--- src/hdl/qpsf_pkg.sv ---
`default_nettype none
// ----------------------------------------------------------------------------
// qpsf_pkg
// Types and constants shared by the quintic profile follower.
// ----------------------------------------------------------------------------
package qpsf_pkg;

  localparam int PosW  = 24;
  localparam int TimeW = 32;

  typedef struct packed {
    logic signed [PosW-1:0]  measured_position;
    logic signed [PosW-1:0]  commanded_position;
    logic [TimeW-1:0]        time_now;
  } in_t;

  typedef struct packed {
    logic signed [15:0] drive_power;
    logic               move_done;
  } out_t;

  typedef enum logic [1:0] {
    REG_GAIN     = 2'd0,
    REG_DURATION = 2'd1,
    REG_TOL      = 2'd2
  } reg_e;

  // Sequencer phases.
  typedef enum logic [3:0] {
    ST_IDLE, ST_DIV, ST_T2, ST_T3, ST_INNER, ST_P, ST_TGT, ST_SQRT, ST_GAIN, ST_OUT
  } state_e;

  // Shared serial multiplier request.
  typedef struct packed {
    logic        start;
    logic [40:0] a;
    logic [40:0] b;
  } mul_req_t;

  localparam int MulW = 41;
endpackage

`default_nettype wire

--- src/hdl/quintic_profile_sqrt_feedback_top.sv ---
`default_nettype none
// ----------------------------------------------------------------------------
// quintic_profile_sqrt_feedback_top
// Quintic 3-4-5 trajectory follower with square-root position feedback.
// ----------------------------------------------------------------------------
// One beat in gives one beat out. While a move runs, a result follows its input
// beat through a setup step, the tau divider, five multiplier passes for the
// polynomial, the target and the gain, the square root and a step that stores
// the result. With no move running the result goes straight to the store step.
// The next input beat is taken the cycle after a result is stored; a stalled
// output holds the engine in its final step.
module quintic_profile_sqrt_feedback_top (
  input  wire logic              clk_i,
  input  wire logic              rst_ni,
  input  wire logic              in_valid_i,
  output logic                   in_ready_o,
  input  wire qpsf_pkg::in_t     in_data_i,
  output logic                   out_valid_o,
  input  wire logic              out_ready_i,
  output qpsf_pkg::out_t         out_data_o,
  input  wire logic              cfg_valid_i,
  output logic                   cfg_ready_o,
  input  wire logic [1:0]        cfg_index_i,
  input  wire logic [22:0]       cfg_data_i
);
  import qpsf_pkg::*;

  logic [15:0] gain_q, dur_q;
  logic [22:0] tol_q;
  logic signed [PosW-1:0] final_q, startp_q, meas_q;
  logic [TimeW-1:0] startt_q, elapsed_q;
  logic idle_q, ended_q;
  state_e st_q, st_d;
  logic [16:0] tau_q, t2_q;
  logic signed [PosW:0] err_q;
  out_t obuf_q;
  logic ovalid_q;

  mul_req_t mreq;
  logic mbusy, dbusy, sbusy, go_q;
  logic [2*MulW-1:0] prod, rnd;
  logic [47:0] quo;
  logic [23:0] root;
  logic [15:0] dur_eff;
  logic [16:0] tau_c, pcap;
  logic [19:0] inner;
  logic signed [PosW:0] span, target, err_c;
  logic [PosW:0] smag, emag, ferr, fmag;
  logic [PosW-1:0] tmag;
  logic [33:0] dmag;
  logic [15:0] mag16;
  logic accept;

  assign cfg_ready_o = 1'b1;
  always_ff @(posedge clk_i or negedge rst_ni) begin
    if (!rst_ni) begin
      gain_q <= '0;
      dur_q  <= 16'd100;
      tol_q  <= '0;
    end else if (cfg_valid_i) begin
      case (reg_e'(cfg_index_i))
        REG_GAIN:     gain_q <= cfg_data_i[15:0];
        REG_DURATION: dur_q  <= cfg_data_i[15:0];
        REG_TOL:      tol_q  <= cfg_data_i;
        default:      ;
      endcase
    end
  end

  assign dur_eff = (dur_q == '0) ? 16'd1 : dur_q;
  assign in_ready_o = (st_q == ST_IDLE) && !go_q;
  assign accept = in_valid_i && in_ready_o;
  assign rnd = prod + (2*MulW)'(32768);
  assign tau_c = (elapsed_q >= 32'(dur_eff)) ? 17'd65536 : quo[16:0];
  assign inner = 20'd655360 + 20'(6 * t2_q) - 20'(15 * tau_q);
  assign pcap = (rnd[32:16] > 17'd65536) ? 17'd65536 : rnd[32:16];
  assign span = (PosW+1)'(final_q) - (PosW+1)'(startp_q);
  assign smag = span[PosW] ? -span : span;
  assign tmag = rnd[PosW+15:16];
  assign target = span[PosW] ? (PosW+1)'(startp_q) - (PosW+1)'(tmag)
                             : (PosW+1)'(startp_q) + (PosW+1)'(tmag);
  assign err_c = target - (PosW+1)'(meas_q);
  assign emag = err_c[PosW] ? -err_c : err_c;
  assign ferr = (PosW+1)'(meas_q) - (PosW+1)'(final_q);
  assign fmag = ferr[PosW] ? -ferr : ferr;
  assign dmag = prod[35:2];
  assign mag16 = (dmag > 34'd16384) ? 16'd16384 : dmag[15:0];

  qpsf_mul u_mul (.clk_i, .rst_ni, .req_i(mreq), .busy_o(mbusy), .prod_o(prod));
  qpsf_div u_div (.clk_i, .rst_ni, .start_i(st_q == ST_IDLE && go_q && !idle_q),
    .num_i(elapsed_q), .den_i(dur_eff), .busy_o(dbusy), .quo_o(quo));
  qpsf_sqrt u_sqrt (.clk_i, .rst_ni, .start_i(st_q == ST_TGT && !mbusy),
    .rad_i({8'h0, emag[PosW-1:0], 16'h0}), .busy_o(sbusy), .root_o(root));

  // Multiplier operand selection per phase; start fires as the phase ends.
  always_comb begin
    mreq = '0;
    case (st_q)
      ST_DIV:   if (!dbusy) begin
                  mreq.start = 1'b1; mreq.a = MulW'(tau_c); mreq.b = MulW'(tau_c);
                end
      ST_T2:    if (!mbusy) begin
                  mreq.start = 1'b1; mreq.a = MulW'(rnd[32:16]); mreq.b = MulW'(tau_q);
                end
      ST_T3:    if (!mbusy) begin
                  mreq.start = 1'b1; mreq.a = MulW'(rnd[32:16]); mreq.b = MulW'(inner);
                end
      ST_P:     if (!mbusy) begin
                  mreq.start = 1'b1; mreq.a = MulW'(smag); mreq.b = MulW'(pcap);
                end
      ST_SQRT:  if (!sbusy) begin
                  mreq.start = 1'b1; mreq.a = MulW'(gain_q); mreq.b = MulW'(root);
                end
      default:  ;
    endcase
  end

  always_comb begin
    st_d = st_q;
    case (st_q)
      ST_IDLE:  if (go_q) st_d = idle_q ? ST_OUT : ST_DIV;
      ST_DIV:   if (!dbusy) st_d = ST_T2;
      ST_T2:    if (!mbusy) st_d = ST_T3;
      ST_T3:    if (!mbusy) st_d = ST_P;
      ST_P:     if (!mbusy) st_d = ST_TGT;
      ST_TGT:   if (!mbusy) st_d = ST_SQRT;
      ST_SQRT:  if (!sbusy) st_d = ST_GAIN;
      ST_GAIN:  if (!mbusy) st_d = ST_OUT;
      ST_OUT:   if (!ovalid_q || out_ready_i) st_d = ST_IDLE;
      default:  st_d = ST_IDLE;
    endcase
  end

  always_ff @(posedge clk_i or negedge rst_ni) begin
    if (!rst_ni) begin
      st_q     <= ST_IDLE;
      go_q     <= 1'b0;
      idle_q   <= 1'b1;
      final_q  <= '0;
      startp_q <= '0;
      startt_q <= '0;
      ovalid_q <= 1'b0;
    end else begin
      st_q <= st_d;
      if (accept) begin
        go_q <= 1'b1;
        if (in_data_i.commanded_position != final_q) begin
          final_q  <= in_data_i.commanded_position;
          startp_q <= in_data_i.measured_position;
          startt_q <= in_data_i.time_now;
          idle_q   <= 1'b0;
        end
      end else if (st_q == ST_IDLE) begin
        go_q <= 1'b0;
      end
      if (st_q == ST_OUT && st_d == ST_IDLE) begin
        ovalid_q <= 1'b1;
        if (ended_q) idle_q <= 1'b1;
      end else if (out_ready_i) begin
        ovalid_q <= 1'b0;
      end
    end
  end

  always_ff @(posedge clk_i) begin
    if (accept) begin
      meas_q <= in_data_i.measured_position;
      elapsed_q <= in_data_i.time_now -
        ((in_data_i.commanded_position != final_q) ? in_data_i.time_now : startt_q);
    end
    if (st_q == ST_IDLE && go_q) begin
      ended_q <= (elapsed_q >= 32'(dur_eff)) || (fmag < (PosW+1)'(tol_q));
    end
    if (st_q == ST_DIV && !dbusy) tau_q <= tau_c;
    if (st_q == ST_T2 && !mbusy) t2_q <= rnd[32:16];
    if (st_q == ST_TGT && !mbusy) err_q <= err_c;
    if (st_q == ST_OUT && st_d == ST_IDLE) begin
      if (idle_q) begin
        obuf_q.drive_power <= '0;
        obuf_q.move_done   <= 1'b1;
      end else begin
        obuf_q.drive_power <= (err_q == '0) ? 16'd0 :
                              (err_q[PosW] ? 16'd0 - mag16 : mag16);
        obuf_q.move_done   <= ended_q;
      end
    end
  end

  assign out_valid_o = ovalid_q;
  assign out_data_o  = obuf_q;

  assert property (@(posedge clk_i) disable iff (!rst_ni)
    out_valid_o && !out_ready_i |=> out_valid_o && $stable(out_data_o))
    else $error("result beat changed while stalled");
  assert property (@(posedge clk_i) disable iff (!rst_ni)
    accept |=> !in_ready_o)
    else $error("second beat accepted during processing");
  assert property (@(posedge clk_i) disable iff (!rst_ni)
    out_valid_o |-> (out_data_o.drive_power <= 16'sd16384) &&
                    (out_data_o.drive_power >= -16'sd16384))
    else $error("drive beyond full power");
endmodule

`default_nettype wire

--- src/hdl/qpsf_mul.sv ---
`default_nettype none
// ----------------------------------------------------------------------------
// qpsf_mul
// Shift-and-add multiplier, one bit of the multiplier per cycle.
// ----------------------------------------------------------------------------
module qpsf_mul (
  input  wire logic                   clk_i,
  input  wire logic                   rst_ni,
  input  wire qpsf_pkg::mul_req_t     req_i,
  output logic                        busy_o,
  output logic [2*qpsf_pkg::MulW-1:0] prod_o
);
  import qpsf_pkg::*;

  logic [2*MulW-1:0] acc_q, mcand_q;
  logic [MulW-1:0]   mplier_q;
  logic [6:0]        cnt_q;

  always_ff @(posedge clk_i or negedge rst_ni) begin
    if (!rst_ni) begin
      cnt_q <= '0;
    end else if (req_i.start) begin
      cnt_q <= 7'(MulW);
    end else if (cnt_q != '0) begin
      cnt_q <= cnt_q - 7'd1;
    end
  end

  always_ff @(posedge clk_i) begin
    if (req_i.start) begin
      acc_q    <= '0;
      mcand_q  <= {{MulW{1'b0}}, req_i.a};
      mplier_q <= req_i.b;
    end else if (cnt_q != '0) begin
      if (mplier_q[0]) acc_q <= acc_q + mcand_q;
      mcand_q  <= mcand_q << 1;
      mplier_q <= mplier_q >> 1;
    end
  end

  assign busy_o = (cnt_q != '0);
  assign prod_o = acc_q;
endmodule

`default_nettype wire

--- src/hdl/qpsf_div.sv ---
`default_nettype none
// ----------------------------------------------------------------------------
// qpsf_div
// Restoring divider for tau, one quotient bit per cycle.
// ----------------------------------------------------------------------------
module qpsf_div (
  input  wire logic        clk_i,
  input  wire logic        rst_ni,
  input  wire logic        start_i,
  input  wire logic [31:0] num_i,
  input  wire logic [15:0] den_i,
  output logic             busy_o,
  output logic [47:0]      quo_o
);
  logic [47:0] quo_q;
  logic [16:0] rem_q;
  logic [15:0] den_q;
  logic [5:0]  cnt_q;
  logic [16:0] trial;

  assign trial = {rem_q[15:0], quo_q[47]} - {1'b0, den_q};

  always_ff @(posedge clk_i or negedge rst_ni) begin
    if (!rst_ni) begin
      cnt_q <= '0;
    end else if (start_i) begin
      cnt_q <= 6'd48;
    end else if (cnt_q != '0) begin
      cnt_q <= cnt_q - 6'd1;
    end
  end

  always_ff @(posedge clk_i) begin
    if (start_i) begin
      quo_q <= {num_i, 16'h0};
      rem_q <= '0;
      den_q <= den_i;
    end else if (cnt_q != '0) begin
      if (!trial[16]) begin
        rem_q <= trial;
        quo_q <= {quo_q[46:0], 1'b1};
      end else begin
        rem_q <= {rem_q[15:0], quo_q[47]};
        quo_q <= {quo_q[46:0], 1'b0};
      end
    end
  end

  assign busy_o = (cnt_q != '0) || start_i;
  assign quo_o  = quo_q;
endmodule

`default_nettype wire

--- src/hdl/qpsf_sqrt.sv ---
`default_nettype none
// ----------------------------------------------------------------------------
// qpsf_sqrt
// Digit-by-digit integer square root, one result bit per cycle.
// ----------------------------------------------------------------------------
module qpsf_sqrt (
  input  wire logic        clk_i,
  input  wire logic        rst_ni,
  input  wire logic        start_i,
  input  wire logic [47:0] rad_i,
  output logic             busy_o,
  output logic [23:0]      root_o
);
  logic [47:0] rad_q;
  logic [25:0] rem_q;
  logic [23:0] root_q;
  logic [4:0]  cnt_q;
  logic [25:0] shifted, trial;

  assign shifted = {rem_q[23:0], rad_q[47:46]};
  assign trial   = shifted - {root_q, 2'b01};

  always_ff @(posedge clk_i or negedge rst_ni) begin
    if (!rst_ni) begin
      cnt_q <= '0;
    end else if (start_i) begin
      cnt_q <= 5'd24;
    end else if (cnt_q != '0) begin
      cnt_q <= cnt_q - 5'd1;
    end
  end

  always_ff @(posedge clk_i) begin
    if (start_i) begin
      rad_q  <= rad_i;
      rem_q  <= '0;
      root_q <= '0;
    end else if (cnt_q != '0) begin
      rad_q <= rad_q << 2;
      if (!trial[25]) begin
        rem_q  <= trial;
        root_q <= {root_q[22:0], 1'b1};
      end else begin
        rem_q  <= shifted;
        root_q <= {root_q[22:0], 1'b0};
      end
    end
  end

  assign busy_o = (cnt_q != '0) || start_i;
  assign root_o = root_q;
endmodule

`default_nettype wire
--- config.mk ---
export PLATFORM = sky130hd
export DESIGN_NAME = quintic_profile_sqrt_feedback_top
export DESIGN_NICKNAME = d
export VERILOG_FILES = /design/src/hdl/qpsf_pkg.sv /design/src/hdl/quintic_profile_sqrt_feedback_top.sv /design/src/hdl/qpsf_mul.sv /design/src/hdl/qpsf_div.sv /design/src/hdl/qpsf_sqrt.sv
export SDC_FILE = /design/constraint.sdc
export NUM_CORES = 2
export LEC_CHECK = 0
export ABC_AREA = 1
export CAP_MARGIN = 30
export CORE_MARGIN = 2
export CORE_UTILIZATION = 55
export CTS_CLUSTER_SIZE = 28
export DETAILED_ROUTE_END_ITERATION = 7
export DONT_BUFFER_PORTS = 1
export PLACE_DENSITY = 0.7
export SLEW_MARGIN = 25
export SYNTH_ARGS = -nofsm -noshare
export SYNTH_HDL_FRONTEND = slang
export SYNTH_HIERARCHICAL = 1
export SYNTH_SLANG_ARGS = --single-unit
--- constraint.sdc ---
create_clock -name clk_i -period 18.8 [get_ports clk_i]
set_input_delay 4.7 -clock clk_i [delete_from_list [all_inputs] [get_ports clk_i]]
set_output_delay 4.7 -clock clk_i [all_outputs]
set_load 0.1 [all_outputs]
==> results.tsv <==
metric	value	unit
setup_viol	0	
fin_skew	0.0359	ns
worst_pin_slew	1.04	ns
cap_violations	0	
setup_tns	0	ns
busiest_layer	met2	
syn_inst	6646	
path_cells	xnor2_1 > o221ai_1 > nor4_1 > nand2_4 > o21ai_0 > inv_1 > fa_1 > o21ai_0 > a21oi_1 > o21ai_0 > a21oi_1 > o21ai_0 > a21oi_1 > nor2_1 > nand2_1 > nand3_1 > nand2_1	
cts_resized	0	
cpMostUsedCell	o21ai_0	
cts_tree	built	
insertion_delay	0.66	ns
grt_use_met2	50.5	%
relSlewSlack	30.7	%
fmax	113	MHz
avgRoutedWirePerCell	17.9	µm
crit_slowest_cell	nor4_1	
worst-setup-path-type	in -> reg	
grt_pass1_wl	218000	µm
dp_hpwl	109000	µm
die_w	295	µm
cts_buffer_depth	3	
cts.clk_slew.worst_paths	0.06	ns
fin_area	50200	µm²
fillers	8145	
r2r_setup_slack	10.46	ns
cts_buffers	70	
cts_setup_buffers	0	
crit_start	in_data_i[43]	
vias	42300	
gp_congestion	0.984	
fin_util	59.8	%
dp.cells	7683	
final_common_cell	nand2_1	
ant_nets	0	
cts-root-buf	clkbuf_16	
grt_use_met3	5.64	%
r2r-end	u_sqrt/rad_q[34]	
register_area	15700	µm²
io_pins	130	
cp_max_fo	64	
grtUsageMet1	45.3	%
finalCriticalPeriod	8.89	ns
clock-sinks	590	
synth.avg_cell_area	7.03	µm²
start_util	55.7	%
drive_above_1_share	5.09	%
reg2reg_depth	36	
syn_to_final_growth	7.37	%
synth_area	46700	µm²
rsz0062_at_grt	false	
portBuffers	0	
die_h	295	µm
rows	106	
status	complete, no violations	
drc	0	
yosys_warnings	6	
htree_levels	3	
first_pass_iters	6	
fin_crit_sh	47.3	%
grt-ovfl-total	0	
grtUsageTotal	32.0	%
multi_input_area	26200	µm²
regToRegStartpoint	final_q[0]	
design.core.area	83800	µm²
slew_viol_final	0	
slowest_delay	0.66	ns
cts_hold_buf	0	
fin_nets	7104	
drt-total-wl	140000	µm
dpl_cell_area	47700	µm²
grt_max_degree	161	
hold_path_class	reg -> reg	
required	19.20	ns
die-area	87300	µm²
stdcell_count	7817	
worstPathArrival	9.29	ns
via_per_inst	5.41	
layout_common_cells	nand2_1 (1979), inv_1 (1087), nor2_1 (591), nand3_1 (347), o21ai_0 (345)	
end_kind	flop	
critPathLaunchType	primary input	
grt_pass1_vias	39200	
dr.first_iter.drc_count	3751	
finalHoldViolCount	0	
timing.critical_path.to	elapsed_q[24]	
antenna_found_initial	2	
[stage by stage]
step	setup WS, ns	hold slack (ns)
3_5_place_dp	9.20	0.471
3_3_place_gp	9.23	0.470
4_1_cts	9.87	0.485
6_report	9.91	0.484
2_1_floorplan	10.19	0.448
5_1_grt	9.58	0.501
[worst min-delay path by stage]
stage	start	end	slack (ns)	depth (start not counted)
after floorplan	startt_q[10]	startt_q[10]	0.45	2
after global placement	startt_q[27]	startt_q[27]	0.47	2
after detailed placement	startt_q[3]	startt_q[3]	0.47	2
after CTS	startt_q[3]	startt_q[3]	0.49	2
after global routing	startt_q[1]	startt_q[1]	0.50	2
final	startt_q[3]	startt_q[3]	0.48	2
[layer usage]
layer / part of all wire (%) / up-vias
li1: - / 21200
met1: 46 / 19600
met2: 44 / 1338
met3: 7.8 / 198
met4: 2.4 / 2
met5: 0.0093 / -
[worst max-delay path: cells and delay by family]
family / cells / cell delay, ns
compound gates: 8 / 2.05
fa+ha+maj: 1 / 0.44
simple gates: 6 / 1.55
buf+inv: 1 / 0.10
xor+xnor: 1 / 0.42
[final cells by class]
| cell class | instances | area share (%) |
|---|---|---|
| Clock inverter | 43 | 0.878 |
| Antenna cell | 2 | 0.00998 |
| Tap cell | 1134 | 2.83 |
| Inverter | 1130 | 8.47 |
| Clock buffer | 86 | 3.80 |
| Multi-Input combinational cell | 4809 | 52.2 |
| Sequential cell | 590 | 31.3 |
| Timing Repair Buffer | 23 | 0.454 |
[registers in the layout, indices dropped and copies added (netlist names), 7 cells and up]
name and cells:
u_mul/cnt_q 7, u_mul/mplier_q 41, u_mul/prod_o 40, tau_q 17, u_sqrt/rad_q 48, t2_q 17, u_sqrt/root_o 24, err_q 25
u_div/den_q 16, elapsed_q 32, u_sqrt/rem_q 24, gain_q 16, startt_q 32, startp_q 24, dur_q 16, u_div/quo_o 48
tol_q 23, u_div/rem_q 16, out_data_o 17, final_q 24, meas_q 24, u_mul/mcand_q 40
Power is not shown: default switching activity piles up to over one toggle a cycle in this logic, so the estimate is an artifact.
